### config.mk
export PLATFORM = sky130hd
export DESIGN_NAME = i2c_master_transaction_sequencer
export DESIGN_NICKNAME = d
export VERILOG_FILES = /design/src/rtl/i2cmts_pkg.sv /design/src/rtl/i2c_master_transaction_sequencer.sv
export VERILOG_INCLUDE_DIRS = /design/src /design/src/rtl
export SDC_FILE = /design/constraint.sdc
export NUM_CORES = 1
export LEC_CHECK = 0
export BUFFER_PORTS_ARGS = -buffer_cell sky130_fd_sc_hd__buf_4
export CORE_ASPECT_RATIO = 2
export CORE_MARGIN = 5
export CORE_UTILIZATION = 42
export DETAILED_ROUTE_END_ITERATION = 12
export SLEW_MARGIN = 10
export SYNTH_ARGS = -nofsm -noshare
export SYNTH_HDL_FRONTEND = slang
export SYNTH_SLANG_ARGS = --single-unit
export TNS_END_PERCENT = 5
### constraint.sdc
create_clock -name clk -period 14.2 [get_ports clk]
set_input_delay 4.26 -clock clk [delete_from_list [all_inputs] [get_ports clk]]
set_output_delay 4.26 -clock clk [all_outputs]
set_load 0.01 [all_outputs]
### src/rtl/i2c_master_transaction_sequencer_defines.svh
// Assertion macros for the sequencer RTL.
`ifndef I2C_MASTER_TRANSACTION_SEQUENCER_DEFINES_SVH
`define I2C_MASTER_TRANSACTION_SEQUENCER_DEFINES_SVH
`ifndef ASSERT_OFF
`define ASSERT_IMPL(lbl, ante, cons) \
  lbl: assert property (@(posedge clk) disable iff (!rst_n) (ante) |-> (cons)) \
    else $error("implication check failed");
`define ASSERT_NEXT(lbl, ante, cons) \
  lbl: assert property (@(posedge clk) disable iff (!rst_n) (ante) |=> (cons)) \
    else $error("next-cycle check failed");
`else
`define ASSERT_IMPL(lbl, ante, cons)
`define ASSERT_NEXT(lbl, ante, cons)
`endif
`endif

### src/rtl/i2cmts_pkg.sv
`timescale 1ns / 1ps
package i2cmts_pkg;

  typedef enum logic [1:0] {
    ACT_POLL  = 2'd0,
    ACT_READ  = 2'd1,
    ACT_WRITE = 2'd2,
    ACT_RSVD  = 2'd3
  } action_t;

  typedef enum logic [4:0] {
    PH_WAIT_IDLE   = 5'd0,
    PH_WAIT_SB     = 5'd1,
    PH_WAIT_ADDR   = 5'd2,
    PH_EXTRA       = 5'd5,
    PH_WAIT_BTF_RS = 5'd6,
    PH_WAIT_RS_SB  = 5'd7,
    PH_TX_DATA     = 5'd11,
    PH_FINISHED    = 5'd18,
    PH_RX_DATA     = 5'd21,
    PH_ERR_STOP    = 5'd24,
    PH_ERR_WAIT    = 5'd25,
    PH_WAIT_LAST   = 5'd29,
    PH_CLOSING     = 5'd30
  } phase_t;

  localparam int unsigned FB_SB   = 0;
  localparam int unsigned FB_ADDR = 1;
  localparam int unsigned FB_BTF  = 2;
  localparam int unsigned FB_RXNE = 3;
  localparam int unsigned FB_TXE  = 4;
  localparam int unsigned FB_BERR = 5;
  localparam int unsigned FB_ARLO = 6;
  localparam int unsigned FB_AF   = 7;
  localparam int unsigned FB_OVR  = 8;

  localparam logic [8:0] START_FLAG_MASK = 9'h01F;

  localparam logic [1:0] START_NONE  = 2'd0;
  localparam logic [1:0] START_GEN   = 2'd1;
  localparam logic [1:0] START_CLEAR = 2'd2;

  localparam logic [1:0] ACK_KEEP    = 2'd0;
  localparam logic [1:0] ACK_ENABLE  = 2'd1;
  localparam logic [1:0] ACK_DISABLE = 2'd2;

  localparam logic [2:0] ERR_NONE = 3'd0;
  localparam logic [2:0] ERR_NACK = 3'd1;
  localparam logic [2:0] ERR_ARLO = 3'd2;
  localparam logic [2:0] ERR_BERR = 3'd3;
  localparam logic [2:0] ERR_OVR  = 3'd4;

  typedef struct packed {
    logic [1:0]  action;
    logic [6:0]  dev_addr;
    logic [25:0] extra_word;
    logic [15:0] length;
    logic [8:0]  status_flags;
    logic        bus_busy;
    logic [7:0]  tx_byte;
    logic [7:0]  rx_byte;
  } in_item_t;

  typedef struct packed {
    logic        reply;
    logic [1:0]  start_cmd;
    logic [1:0]  ack_cmd;
    logic        stop_cmd;
    logic        dr_write_valid;
    logic [7:0]  dr_write_byte;
    logic        tx_taken;
    logic        rx_valid;
    logic [7:0]  rx_data;
    logic        busy_res;
    logic [2:0]  error_code;
  } out_item_t;

endpackage

### src/rtl/i2c_master_transaction_sequencer.sv
`timescale 1ns / 1ps
// I2C master transaction sequencer.
// The input channel (in_valid, in_stall, in_data) carries start items, which
// load a device address, up to three register-address bytes and a length, and
// poll items, which carry the core status flags and take one control step.
// The output channel (out_valid, out_stall, out_data) returns exactly one
// result beat per input beat, in order, with the commands for the core.
// An accepted beat lands in an input register; it passes through the control step
// and is written to the output register once that register is free or being
// taken, and its result then stays on out_data until the receiver takes it.
// The block takes one beat per cycle while out_stall is low, with a single
// control step between the input and output registers.
// When the receiver stalls, the result holds in the output register; one more
// input beat is taken only if the input register is empty, else in_stall is high.
// Synchronous reset empties both registers and returns the sequencer to the
// finished idle state with no error latched.
`include "i2c_master_transaction_sequencer_defines.svh"

module i2c_master_transaction_sequencer (
  input  logic                   clk,
  input  logic                   rst_n,
  input  logic                   in_valid,
  output logic                   in_stall,
  input  i2cmts_pkg::in_item_t   in_data,
  output logic                   out_valid,
  input  logic                   out_stall,
  output i2cmts_pkg::out_item_t  out_data
);
  import i2cmts_pkg::*;

  logic      s1_valid_r, s1_valid_nxt;
  in_item_t  s1_data_r;
  logic      out_valid_r, out_valid_nxt;
  out_item_t out_data_r, out_data_nxt;
  logic      advance;
  logic      in_take;

  phase_t      phase_r, phase_nxt;
  logic        active_r, active_nxt;
  logic        is_write_r, is_write_nxt;
  logic [6:0]  target_r, target_nxt;
  logic [23:0] extra_bytes_r, extra_bytes_nxt;
  logic [1:0]  extra_left_r, extra_left_nxt;
  logic [15:0] bytes_left_r, bytes_left_nxt;
  logic [2:0]  err_r, err_nxt;

  logic       is_start;
  logic       reject;
  logic [8:0] flags;
  logic       do_extra, do_tx, do_rx;
  logic [7:0] extra_sel;

  assign advance   = s1_valid_r && (!out_valid_r || !out_stall);
  assign in_stall  = s1_valid_r && !advance;
  assign in_take   = in_valid && !in_stall;
  assign out_valid = out_valid_r;
  assign out_data  = out_data_r;

  assign s1_valid_nxt  = in_take || (s1_valid_r && !advance);
  assign out_valid_nxt = advance || (out_valid_r && out_stall);

  always_comb begin
    case (extra_left_r)
      2'd1:    extra_sel = extra_bytes_r[7:0];
      2'd2:    extra_sel = extra_bytes_r[15:8];
      2'd3:    extra_sel = extra_bytes_r[23:16];
      default: extra_sel = 8'd0;
    endcase
  end

  always_comb begin
    phase_nxt       = phase_r;
    active_nxt      = active_r;
    is_write_nxt    = is_write_r;
    target_nxt      = target_r;
    extra_bytes_nxt = extra_bytes_r;
    extra_left_nxt  = extra_left_r;
    bytes_left_nxt  = bytes_left_r;
    err_nxt         = err_r;
    out_data_nxt    = '0;
    do_extra        = 1'b0;
    do_tx           = 1'b0;
    do_rx           = 1'b0;
    flags           = s1_data_r.status_flags;
    is_start        = s1_data_r.action inside {ACT_READ, ACT_WRITE};
    reject          = is_start && active_r;

    if (advance) begin
      if (is_start && !active_r) begin
        is_write_nxt    = (s1_data_r.action == ACT_WRITE);
        target_nxt      = s1_data_r.dev_addr;
        extra_bytes_nxt = s1_data_r.extra_word[23:0];
        extra_left_nxt  = s1_data_r.extra_word[25:24];
        bytes_left_nxt  = s1_data_r.length;
        err_nxt         = ERR_NONE;
        phase_nxt       = PH_WAIT_IDLE;
        active_nxt      = 1'b1;
        flags           = s1_data_r.status_flags & START_FLAG_MASK;
      end

      if (!reject && active_nxt) begin
        if (err_nxt == ERR_NONE) begin
          if (flags[FB_AF]) begin
            err_nxt = ERR_NACK;
          end else if (flags[FB_ARLO]) begin
            err_nxt = ERR_ARLO;
          end else if (flags[FB_BERR]) begin
            err_nxt = ERR_BERR;
          end else if (flags[FB_OVR]) begin
            err_nxt = ERR_OVR;
          end
          if (err_nxt != ERR_NONE) begin
            phase_nxt = PH_ERR_STOP;
          end
        end

        case (phase_nxt)
          PH_WAIT_IDLE: begin
            if (!s1_data_r.bus_busy) begin
              out_data_nxt.start_cmd = START_GEN;
              out_data_nxt.ack_cmd   = is_write_nxt ? ACK_DISABLE : ACK_ENABLE;
              phase_nxt              = PH_WAIT_SB;
            end
          end
          PH_WAIT_SB: begin
            if (flags[FB_SB]) begin
              out_data_nxt.start_cmd      = START_CLEAR;
              out_data_nxt.dr_write_valid = 1'b1;
              out_data_nxt.dr_write_byte  =
                {target_nxt, (extra_left_nxt == 2'd0) && !is_write_nxt};
              phase_nxt = PH_WAIT_ADDR;
            end
          end
          PH_WAIT_ADDR: begin
            if (flags[FB_ADDR]) begin
              if (extra_left_nxt != 2'd0) begin
                phase_nxt = PH_EXTRA;
                do_extra  = flags[FB_TXE];
              end else if (is_write_nxt) begin
                phase_nxt = PH_TX_DATA;
                do_tx     = 1'b1;
              end else begin
                phase_nxt = PH_RX_DATA;
                do_rx     = 1'b1;
              end
            end
          end
          PH_EXTRA:     do_extra = flags[FB_TXE];
          PH_WAIT_BTF_RS: begin
            if (flags[FB_BTF]) begin
              out_data_nxt.start_cmd = START_GEN;
              out_data_nxt.ack_cmd   = ACK_ENABLE;
              phase_nxt              = PH_WAIT_RS_SB;
            end
          end
          PH_WAIT_RS_SB: begin
            if (flags[FB_SB]) begin
              out_data_nxt.start_cmd      = START_CLEAR;
              out_data_nxt.dr_write_valid = 1'b1;
              out_data_nxt.dr_write_byte  = {target_nxt, 1'b1};
              phase_nxt                   = PH_RX_DATA;
            end
          end
          PH_TX_DATA:   do_tx = 1'b1;
          PH_RX_DATA:   do_rx = 1'b1;
          PH_WAIT_LAST: begin
            if (flags[FB_BTF]) begin
              out_data_nxt.stop_cmd = 1'b1;
              phase_nxt             = PH_CLOSING;
            end
          end
          PH_CLOSING, PH_ERR_WAIT: begin
            if (!s1_data_r.bus_busy) begin
              active_nxt = 1'b0;
              phase_nxt  = PH_FINISHED;
            end
          end
          PH_ERR_STOP: begin
            out_data_nxt.stop_cmd = 1'b1;
            phase_nxt             = PH_ERR_WAIT;
          end
          default: ;
        endcase

        if (do_extra) begin
          if (extra_left_nxt == 2'd0) begin
            phase_nxt = is_write_nxt ? PH_TX_DATA : PH_WAIT_BTF_RS;
          end else begin
            out_data_nxt.dr_write_valid = 1'b1;
            out_data_nxt.dr_write_byte  = extra_sel;
            extra_left_nxt              = extra_left_nxt - 2'd1;
            if (extra_left_nxt == 2'd0) begin
              phase_nxt = is_write_nxt ? PH_TX_DATA : PH_WAIT_BTF_RS;
            end
          end
        end

        if (do_tx) begin
          if (bytes_left_nxt == 16'd0) begin
            phase_nxt = PH_WAIT_LAST;
          end else if (flags[FB_TXE]) begin
            out_data_nxt.dr_write_valid = 1'b1;
            out_data_nxt.dr_write_byte  = s1_data_r.tx_byte;
            out_data_nxt.tx_taken       = 1'b1;
            bytes_left_nxt              = bytes_left_nxt - 16'd1;
            if (bytes_left_nxt == 16'd0) begin
              phase_nxt = PH_WAIT_LAST;
            end
          end
        end

        if (do_rx) begin
          if (bytes_left_nxt == 16'd0) begin
            out_data_nxt.stop_cmd = 1'b1;
            phase_nxt             = PH_CLOSING;
          end else if (flags[FB_RXNE]) begin
            if (bytes_left_nxt <= 16'd2) begin
              out_data_nxt.ack_cmd = ACK_DISABLE;
            end
            out_data_nxt.rx_valid = 1'b1;
            out_data_nxt.rx_data  = s1_data_r.rx_byte;
            bytes_left_nxt        = bytes_left_nxt - 16'd1;
            if (bytes_left_nxt == 16'd0) begin
              phase_nxt = PH_WAIT_LAST;
            end
          end
        end
      end

      out_data_nxt.reply      = reject;
      out_data_nxt.busy_res   = active_nxt;
      out_data_nxt.error_code = err_nxt;
    end
  end

  always_ff @(posedge clk) begin
    if (!rst_n) begin
      s1_valid_r   <= 1'b0;
      out_valid_r  <= 1'b0;
      phase_r      <= PH_FINISHED;
      active_r     <= 1'b0;
      is_write_r   <= 1'b0;
      target_r     <= '0;
      extra_bytes_r <= '0;
      extra_left_r <= '0;
      bytes_left_r <= '0;
      err_r        <= ERR_NONE;
    end else begin
      s1_valid_r   <= s1_valid_nxt;
      out_valid_r  <= out_valid_nxt;
      phase_r      <= phase_nxt;
      active_r     <= active_nxt;
      is_write_r   <= is_write_nxt;
      target_r     <= target_nxt;
      extra_bytes_r <= extra_bytes_nxt;
      extra_left_r <= extra_left_nxt;
      bytes_left_r <= bytes_left_nxt;
      err_r        <= err_nxt;
    end
  end

  always_ff @(posedge clk) begin
    if (in_take) begin
      s1_data_r <= in_data;
    end
    if (advance) begin
      out_data_r <= out_data_nxt;
    end
  end

  `ASSERT_IMPL(a_idle_finished, !active_r, phase_r == PH_FINISHED)
  `ASSERT_IMPL(a_err_path, active_r && (err_r != ERR_NONE),
               (phase_r == PH_ERR_STOP) || (phase_r == PH_ERR_WAIT))
  `ASSERT_IMPL(a_reject_busy, out_valid_r && out_data_r.reply, out_data_r.busy_res)
  `ASSERT_IMPL(a_one_data_dir, out_valid_r,
               !(out_data_r.rx_valid && out_data_r.dr_write_valid))
  `ASSERT_NEXT(a_advance_fills, advance, out_valid_r)

endmodule
==> impl_metrics.env, run 1 <==
export IMPL_worst_clock_skew_ns=0.01442
export IMPL_fillers=2061
export IMPL_asyncSetResetFlopFracSynth=0
export IMPL_end_kind="primary output"
export IMPL_cts_sinks=167
export IMPL_cts_tree="built"
export IMPL_area_fraction_of_the_dominant_cell_type_after_synthesis=0.3563
export IMPL_r2r_worst_path_cells=19
export IMPL_fraction_of_the_mapped_netlist_area_in_simple_logic_gates=0.1924
export IMPL_dp_slack_ns=5.199
export IMPL_combinational_family_with_the_most_area_after_synthesis="simple AND/OR/NAND/NOR gates"
export IMPL_yosys_register_bits=167
export IMPL_floorplan_initialDensity=0.4251
export IMPL_cts_hold_buffers=0
export IMPL_layout_worst_path_cycle_share=0.6338
export IMPL_share_of_synthesized_area_occupied_by_flip_flops_and_latches=0.4929
export IMPL_max_vdd_ir_drop_mv=0.09368
export IMPL_port_buffers=111
export IMPL_number_of_antenna_violations_at_the_first_check_in_global_routing=0
export IMPL_global_route_usage_total=0.2263
export IMPL_synth_area_top_cells="edfxtp_1 36%, dfxtp_1 14%, nand2_1 5.2%, a21oi_1 3.9%, mux2i_1 3.0%"
export IMPL_p_leak_nw=3.766
export IMPL_drv_slew=0
export IMPL_clock_root_buffer="clkbuf_16"
export IMPL_grt_setup_unrepaired="false"
export IMPL_final_nets=1088
export IMPL_path_max_fanout=3
export IMPL_drive_gt1_frac=0.2059
export IMPL_max_clock_freq_mhz=111.1
export IMPL_arrival_ns=4.74
export IMPL_grt_remaining_overflow=0
export IMPL_setup_violations=0
export IMPL_synth_compound_area_share=0.1889
export IMPL_avgSynthCellArea_um2=9.862
export IMPL_wl_per_cell_um=21.48
export IMPL_pin_count=112
export IMPL_area_delta_synth_final_pct=18.53
export IMPL_yosys_area_share_xor_xnor=0.02353
export IMPL_grt_first_pass_wirelength_um=42150
export IMPL_post_drt_via_cell_ratio=5.944
export IMPL_numCtsBuffers=17
export IMPL_outcome="finished, final reports clean"
export IMPL_synthFlopType="edfxtp_1"
export IMPL_clk_pin_slew_ns=0.06
export IMPL_fin_util=0.5038
export IMPL_shortest_period_the_worst_path_allows_ns=9.000
export IMPL_synth_adder_area_share=0.01400
export IMPL_netlist_area_um2=8935
export IMPL_htreeDepth=4
export IMPL_design_die_area_um2=24470
export IMPL_route_detailed_drc=0
export IMPL_criticalPathCategory="primary input to primary output"
export IMPL_die_width_um=113.1
export IMPL_initialDrtViolationCount=340
export IMPL_detailedPlacementHpwl_um=20010
export IMPL_die_height_um=216.3
export IMPL_muxShareOfSynthArea=0.05405
export IMPL_rows=75
export IMPL_tightestPinTransition_ns=1.024
export IMPL_power_per_cell_area_nw_per_um2=121.1
export IMPL_pin_count_of_the_biggest_net_entering_global_routing=64
export IMPL_synthesis_nets=997
export IMPL_drtPass1Iterations=5
export IMPL_max_cap_check_violation_count=0
export IMPL_design_core_area_um2=21020
export IMPL_detailroute_via_count=7602
export IMPL_cts_resized_gates=0
export IMPL_post_route_worst_setup_slack_ns=5.200
export IMPL_antenna_left=0
export IMPL_postCtsSetupRepairBufs=0
export IMPL_hold_path_cell_count=2
export IMPL_power_mw=1.282
export IMPL_first_global_vias=7822
export IMPL_synth_edff_count=106
export IMPL_syn_inst=906
export IMPL_hold_slack_ns=0.4522
export IMPL_route_final_wire_length_um=27480
export IMPL_synth_largest_area_cell="edfxtp_1"
export IMPL_worst_skew_pair_late_latency_ns=0.45
export IMPL_routabilityCongestion=0.9584
export IMPL_crit_required_ns=9.94
export IMPL_clk_path_buf_depth=2
export IMPL_antenna_diode_count=0
export IMPL_min_delay_path_class="flip-flop to flip-flop"
export IMPL_yosys_cell_types_count=93
export IMPL_yosys_warnings=0
export IMPL_tns_ns=0
export IMPL_critical_path_startpoint_type="primary input"
export IMPL_timing_max_slew_rel_slack=0.2994
export IMPL_hold_viol=0
==> worst max-delay path, stage by stage <==
cell and delay, ns:
buf_4 0.12, and3_1 0.20, buf_4 0.16
==> synth_stat cells, types with 5 or more instances <==
cell type	n
nand3_1	27
mux2i_1	27
a21oi_1	69
inv_1	12
edfxtp_1	106
or3_1	11
a31oi_1	17
nor4_1	14
nand2_1	124
buf_2	7
dfxtp_1	61
a22oi_1	9
nand2b_1	7
nor2_1	64
a31o_2	6
xnor2_1	21
o31ai_1	6
nand4_1	11
clkbuf_1	38
buf_1	5
a211oi_1	5
and3_1	18
nor3b_1	5
nor3_1	26
mux2_2	15
o21ai_0	35
a311oi_1	5
o2bb2ai_1	5
ha_1	10
o211ai_1	19
nor4b_1	5
==> registers in the layout, summed over array words and instances (netlist names) <==
name and count:
target_r 7, err_r 3, active_r 1, out_valid 1, is_write_r 1, out_data 29, s1_valid_r 1, bytes_left_r 16
phase_r 5, s1_data_r 77, extra_left_r 2, extra_bytes_r 24
==> worst paths after layout <==
| path | slack, ns | endpoint | startpoint |
|---|---|---|---|
| setup / recovery | 5.20 | in_stall | out_stall |
| hold / removal | 0.45 | extra_bytes_r[1]$_SDFFE_PN0P_ | extra_bytes_r[1]$_SDFFE_PN0P_ |
| setup reg to reg | 7.92 | phase_r[3]$_SDFFE_PN0P_ | s1_data_r[76]$_DFFE_PP_ |
| hold reg to reg | 0.45 | extra_bytes_r[1]$_SDFFE_PN0P_ | extra_bytes_r[1]$_SDFFE_PN0P_ |
==> routing by layer <==
metal	vias up	wire length, um	track usage
met2	239	15550	0.4301
met1	3643	9351	0.2214
li1	3624	-	-
met5	-	0	0
met4	0	1584	0.1448
met3	96	992	0.03349
==> report_power, final <==
| group | internal, mW | switching, mW | leakage (nW) |
|---|---|---|---|
| combinational | 0.0899 | 0.150 | 1.94 |
| sequential | 0.544 | 0.0198 | 1.53 |
| clock | 0.270 | 0.209 | 0.296 |
| total | 0.903 | 0.379 | 3.77 |
==> per-stage QoR <==
| step | std cells | area (um^2) |
|---|---|---|
| final | 1279 | 10590 |
| after global routing | 1279 | 10590 |
| after CTS | 1279 | 10590 |
| after detailed placement | 1247 | 9986 |
| after global placement | 1247 | 9986 |
| after floorplan | 906 | 8935 |
==> final cells by class <==
| class | count | area (um^2) | area share |
|---|---|---|---|
| Inverter | 15 | 56.30 | 0.005317 |
| Tap cell | 269 | 336.6 | 0.03178 |
| Timing Repair Buffer | 127 | 953.4 | 0.09003 |
| Sequential cell | 167 | 4404 | 0.4159 |
| Clock buffer | 19 | 442.9 | 0.04182 |
| Clock inverter | 13 | 161.4 | 0.01524 |
| Multi-Input combinational cell | 669 | 4235 | 0.3999 |
==> cell families after synthesis <==
logic type                 Yosys count
and+or+nand+nor                    345
AOI/OAI and AO/OA                  245
DFF                                167
buffers and inverters               70
muxes                               45
xor gates and xnor gates            24
adders and majority gates           10
==> cells in the final DEF (no fill, tap or decap), drive strengths merged, types with 14 or more instances in the layout <==
master,instances
nand3,27
nor2,65
xnor2,21
o21ai,39
dfxtp,61
and3,18
inv,21
mux2i,28
nor3,28
buf,127
mux2,17
nor4,14
a31oi,18
a21oi,69
clkbuf,19
nand2,124
edfxtp,106
o211ai,19
Power figures use the tool's default switching activity.
==> run 2: changes to the inputs <==
Clock period 14.2 ns to 8.7 ns, I/O delays scaled along.
==> run 2 against run 1 <==
Die area unchanged; register-to-register slack got worse by 5.5 ns; clock power increased by 47%.
==> impl_metrics.env, run 2 (same netlist as run 1, synthesis figures left out) <==
export IMPL_gr_max_usage_layer="met2"
export IMPL_grt_remaining_overflow=0
export IMPL_path_max_fanout=21
export IMPL_power_per_cell_area_nw_per_um2=191.8
export IMPL_global_route_usage_total=0.2299
export IMPL_pin_count_of_the_biggest_net_entering_global_routing=64
export IMPL_min_delay_path_class="flip-flop to flip-flop"
export IMPL_end_kind="flip-flop"
export IMPL_final_common_cell="nand2_1"
export IMPL_clock_root_buffer="clkbuf_16"
export IMPL_cts_hold_buffers=0
export IMPL_flip_flop_and_latch_area_um2=4404
export IMPL_clk_pin_slew_ns=0.07
export IMPL_fillers=2018
export IMPL_shortest_period_the_worst_path_allows_ns=6.253
export IMPL_outcome="finished, final reports clean"
export IMPL_met2_usage=0.4444
export IMPL_die_height_um=216.3
export IMPL_pin_count=112
export IMPL_arrival_ns=6.64
export IMPL_wl_per_cell_um=21.65
export IMPL_largest_register_ffs=77
export IMPL_cts_sinks=167
export IMPL_route_final_wire_length_um=27600
export IMPL_highest_delay_cell_along_the_critical_path="a2111oi_0"
export IMPL_port_buffers=111
export IMPL_post_route_worst_setup_slack_ns=2.447
export IMPL_timing_max_slew_rel_slack=0.2014
export IMPL_number_of_antenna_violations_at_the_first_check_in_global_routing=0
export IMPL_first_global_vias=7760
export IMPL_initialDrtViolationCount=561
export IMPL_total_switching_power_mw=0.6094
export IMPL_rows=75
export IMPL_detailroute_via_count=7544
export IMPL_worst_clock_skew_ns=0.01179
export IMPL_area_delta_synth_final_pct=17.55
export IMPL_dp_slack_ns=2.549
export IMPL_detailedPlacementHpwl_um=20330
export IMPL_htreeDepth=4
export IMPL_criticalPathCategory="flip-flop to flip-flop"
export IMPL_most_common_layout_cells="124 x nand2_1, 123 x buf_4, 106 x edfxtp_1"
export IMPL_setup_violations=0
export IMPL_pwr_share_clk=0.350
export IMPL_crit_required_ns=9.09
export IMPL_final_nets=1084
export IMPL_grt_setup_unrepaired="false"
export IMPL_worst_skew_pair_late_latency_ns=0.44
export IMPL_grt_use_met3=0.04103
export IMPL_cts_resized_gates=0
export IMPL_p_comb_frac=0.192
export IMPL_clk_path_buf_depth=2
export IMPL_tightestPinTransition_ns=1.168
export IMPL_critical_path_startpoint_type="flip-flop"
export IMPL_drtPass1Iterations=7
export IMPL_p_int_mw=1.405
export IMPL_antenna_left=0
export IMPL_worstPathCellList="inv_1 -> ha_1 -> inv_1 -> ha_2 -> mux2i_1 -> ha_1 -> nor4b_2 -> o22a_1 -> and2_1 -> a211o_1 -> nand2_1 -> nand2_1 -> ha_1 -> nand2_1 -> a21oi_1 -> nand3_1 -> a2111oi_0 -> o21ai_0 -> a2111oi_0 -> a31o_1"
export IMPL_worst_path_largest_cell_delay_ns=1.02
export IMPL_netSwitchingFraction=0.3026
export IMPL_drv_slew=0
export IMPL_design_die_area_um2=24470
export IMPL_cts_tree="built"
export IMPL_layout_worst_path_cycle_share=0.7187
export IMPL_area_occupied_by_multi_input_gates_um2=4235
export IMPL_grt_met1_usage=0.2237
export IMPL_seqPwrFrac=0.457
export IMPL_numCtsBuffers=17
export IMPL_max_cap_check_violation_count=0
export IMPL_antenna_diode_count=0
export IMPL_tns_ns=0
export IMPL_design_core_area_um2=21020
export IMPL_hold_viol=0
export IMPL_post_drt_via_cell_ratio=5.917
export IMPL_max_flop_register="s1_data_r"
export IMPL_postCtsSetupRepairBufs=0
export IMPL_routabilityCongestion=0.9521
export IMPL_max_clock_freq_mhz=159.9
export IMPL_p_leak_nw=3.716
export IMPL_max_vdd_ir_drop_mv=0.2130
export IMPL_route_detailed_drc=0
export IMPL_drive_gt1_frac=0.2028
export IMPL_grt_first_pass_wirelength_um=42990
export IMPL_die_width_um=113.1
export IMPL_floorplan_initialDensity=0.4251
-- run 2: worst paths after layout --
kind / startpoint / endpoint / slack [ns] / cells past startpoint
max: s1_data_r[75]$_DFFE_PP_ / phase_r[3]$_SDFFE_PN0P_ / 2.45 / 20
min reg2reg: target_r[5]$_SDFFE_PN0P_ / target_r[5]$_SDFFE_PN0P_ / 0.45 / 2
min: target_r[5]$_SDFFE_PN0P_ / target_r[5]$_SDFFE_PN0P_ / 0.45 / 2
max reg2reg: s1_data_r[75]$_DFFE_PP_ / phase_r[3]$_SDFFE_PN0P_ / 2.45 / 20
-- run 2: layout make-up --
type	count	area share
tap	269	0.03205
sequential	167	0.4193
clock inverter	14	0.01120
clock buffer	18	0.04086
inverter	15	0.005361
multi-input combinational	669	0.4033
timing repair buffer	123	0.08792
-- run 2: metal layers --
layer  vias to the layer above  wire, um  share of wire
li1                       3609         -              -
met1                      3590      9143           0.33
met2                       266     15750           0.57
met3                        79      1258          0.046
met4                         0      1452          0.053
met5                         -         0              0
-- run 2: power groups by stage --
stage	logic, mW	clock network [mW]	registers [mW]
floorplan	0.267	0	0.926
global placement	0.384	0	0.938
detailed placement	0.383	0	0.938
CTS	0.385	0.727	0.921
global route	0.420	0.759	0.926
finish	0.388	0.705	0.921
-- run 2: worst max-delay path, delay by kind of cell, from the launching register on --
kind	cells	cell delay, ns
AND/OR/NAND/NOR	6	1.08
buffers and inverters	2	0.13
AO/OA/AOI/OAI	7	2.66
adder cells (fa/ha/maj)	4	1.60
multiplexers	1	0.40
flip-flops	1	0.33
-- run 2: per-stage QoR --
step | cells | area (um^2) | power, mW | utilization | hold WS (ns)
global route | 1275 | 10500 | 2.105 | 0.4996 | 0.4732
detailed placement | 1243 | 9956 | 1.322 | 0.4736 | 0.4460
global placement | 1243 | 9956 | 1.322 | 0.4736 | 0.4399
finish | 1275 | 10500 | 2.014 | 0.4996 | 0.4510
floorplan | 906 | 8935 | 1.193 | - | 0.4329
CTS | 1275 | 10500 | 2.034 | 0.4996 | 0.4555
==> run 3: changes to the inputs <==
Clock period 8.7 ns to 6.1 ns, I/O delays scaled along.
==> run 3 against run 2 <==
Critical path depth decreased by 1; non-clock buffer count increased by 19; sequential share of layout area fell by 0.74 points; largest cell class unchanged; largest power group unchanged.
==> impl_metrics.env, run 3 (same netlist as run 1, synthesis figures left out) <==
export IMPL_cts_hold_buffers=0
export IMPL_worst_skew_pair_late_latency_ns=0.45
export IMPL_area_occupied_by_multi_input_gates_um2=4235
export IMPL_criticalPathCategory="flip-flop to flip-flop"
export IMPL_arrival_ns=5.84
export IMPL_grt_first_pass_wirelength_um=44310
export IMPL_worst_r2r_startpoint="s1_data_r[76]$_DFFE_PP_"
export IMPL_area_delta_synth_final_pct=19.65
export IMPL_max_vdd_ir_drop_mv=0.2215
export IMPL_detailroute_via_count=7761
export IMPL_hold_path_cell_count=2
export IMPL_max_clock_freq_mhz=183.7
export IMPL_fillers=2008
export IMPL_most_common_layout_cells="141 x buf_4, 124 x nand2_1, 106 x edfxtp_1"
export IMPL_final_nets=1103
export IMPL_numCtsBuffers=17
export IMPL_initialDrtViolationCount=523
export IMPL_routabilityCongestion=0.9633
export IMPL_detailedPlacementHpwl_um=21100
export IMPL_drv_slew=0
export IMPL_grt_remaining_overflow=0
export IMPL_hold_viol=0
export IMPL_route_final_wire_length_um=28720
export IMPL_clock_root_buffer="clkbuf_16"
export IMPL_route_detailed_drc=0
export IMPL_postCtsSetupRepairBufs=0
export IMPL_path_max_fanout=18
export IMPL_timing_max_slew_rel_slack=0.4434
export IMPL_wl_per_cell_um=22.19
export IMPL_rows=75
export IMPL_pin_count_of_the_biggest_net_entering_global_routing=61
export IMPL_drive_gt1_frac=0.2166
export IMPL_cts_sinks=167
export IMPL_floorplan_initialDensity=0.4251
export IMPL_power_mw=2.952
export IMPL_global_route_usage_total=0.2381
export IMPL_pin_count=112
export IMPL_port_buffers=111
export IMPL_number_of_antenna_violations_at_the_first_check_in_global_routing=0
export IMPL_critical_path_startpoint_type="flip-flop"
export IMPL_worstSetupStartpoint="s1_data_r[76]$_DFFE_PP_"
export IMPL_r2r_worst_path_cells=19
export IMPL_antenna_diode_count=0
export IMPL_design_core_area_um2=21020
export IMPL_clk_path_buf_depth=2
export IMPL_post_drt_via_cell_ratio=5.998
export IMPL_shortest_period_the_worst_path_allows_ns=5.445
export IMPL_largest_register_ffs=77
export IMPL_tns_ns=0
export IMPL_timing_hold_worst_start="extra_bytes_r[8]$_SDFFE_PN0P_"
export IMPL_hold_slack_ns=0.4540
export IMPL_min_delay_path_class="flip-flop to flip-flop"
export IMPL_clk_pin_slew_ns=0.07
export IMPL_flip_flop_and_latch_area_um2=4404
export IMPL_outcome="finished, final reports clean"
export IMPL_layout_worst_path_cycle_share=0.8926
export IMPL_die_height_um=216.3
export IMPL_setup_violations=0
export IMPL_drtPass1Iterations=5
export IMPL_grt_setup_unrepaired="false"
export IMPL_cts_resized_gates=0
export IMPL_design_die_area_um2=24470
export IMPL_final_common_cell="buf_4"
export IMPL_power_per_cell_area_nw_per_um2=276.1
export IMPL_htreeDepth=4
export IMPL_crit_required_ns=6.49
export IMPL_die_width_um=113.1
export IMPL_first_global_vias=7982
export IMPL_worst_clock_skew_ns=0.01329
export IMPL_p_leak_nw=3.820
export IMPL_cts_tree="built"
export IMPL_max_flop_register="s1_data_r"
export IMPL_end_kind="flip-flop"
export IMPL_tightestPinTransition_ns=0.8262
export IMPL_max_cap_check_violation_count=0
export IMPL_antenna_left=0
run 3: cell count changes in the layout (fill, tap and decap cells not counted):
cell	before	now
clkbuf_16	17	18
clkinv_4	4	3
inv_6	4	1
inv_8	2	3
clkbuf_8	0	1
clkinv_1	1	2
clkinv_8	0	1
buf_12	0	1
clkinv_2	2	0
buf_4	123	141
clkinvlp_4	2	3
run 3: through the flow:
| step | cell area, um^2 | setup slack [ns] | utilization | std cells |
|---|---|---|---|---|
| final | 10690 | 0.6553 | 0.5086 | 1294 |
| after global placement | 10110 | 0.9289 | 0.4810 | 1262 |
| after CTS | 10690 | 0.6890 | 0.5086 | 1294 |
| after global routing | 10690 | 0.1715 | 0.5086 | 1294 |
| after detailed placement | 10110 | 0.7335 | 0.4810 | 1262 |
| after floorplan | 8935 | 0.1087 | - | 906 |
run 3: layout make-up:
| cell class | count | share of cell area |
|---|---|---|
| flip-flops and latches | 167 | 0.4120 |
| multi-input cells | 669 | 0.3962 |
| repair buffers | 142 | 0.1009 |
| clock buffers | 20 | 0.04377 |
| well taps | 269 | 0.03148 |
| clock inverters | 12 | 0.01042 |
| inverters | 15 | 0.005267 |
run 3: worst paths after layout:
check	end	slack, ns
worst min-delay path	extra_bytes_r[8]$_SDFFE_PN0P_	0.45
worst max-delay path	phase_r[3]$_SDFFE_PN0P_	0.66
worst max register to register	phase_r[3]$_SDFFE_PN0P_	0.66
worst min register to register	extra_bytes_r[8]$_SDFFE_PN0P_	0.45
run 3: layer usage:
metal	GRT usage	share of wire	vias up
met3	0.04745	0.043	98
met5	0	0	-
met4	0.1340	0.055	0
met1	0.2320	0.34	3726
met2	0.4541	0.57	286
li1	-	-	3651
run 3: power by group:
| part | internal (mW) | total [mW] | leakage [nW] | switching (mW) |
|---|---|---|---|---|
| combinational | 0.220 | 0.582 | 2.02 | 0.362 |
| sequential | 1.27 | 1.31 | 1.53 | 0.0482 |
| clock | 0.569 | 1.06 | 0.274 | 0.488 |
| total | 2.05 | 2.95 | 3.82 | 0.898 |
run 3: critical path, stage by stage (launching register included):
cell,delay (ns)
edfxtp_1,0.37
ha_1,0.30
inv_1,0.09
ha_2,0.49
mux2i_1,0.25
ha_1,0.29
and4bb_1,0.24
o22ai_1,0.60
o2111a_1,0.47
nand2_1,0.09
nand2_1,0.24
ha_1,0.21
nand2_1,0.05
a21oi_1,0.11
nand3_1,0.10
a2111oi_0,0.39
o21ai_0,0.16
a2111oi_0,0.62
buf_4,0.21
a31o_1,0.13
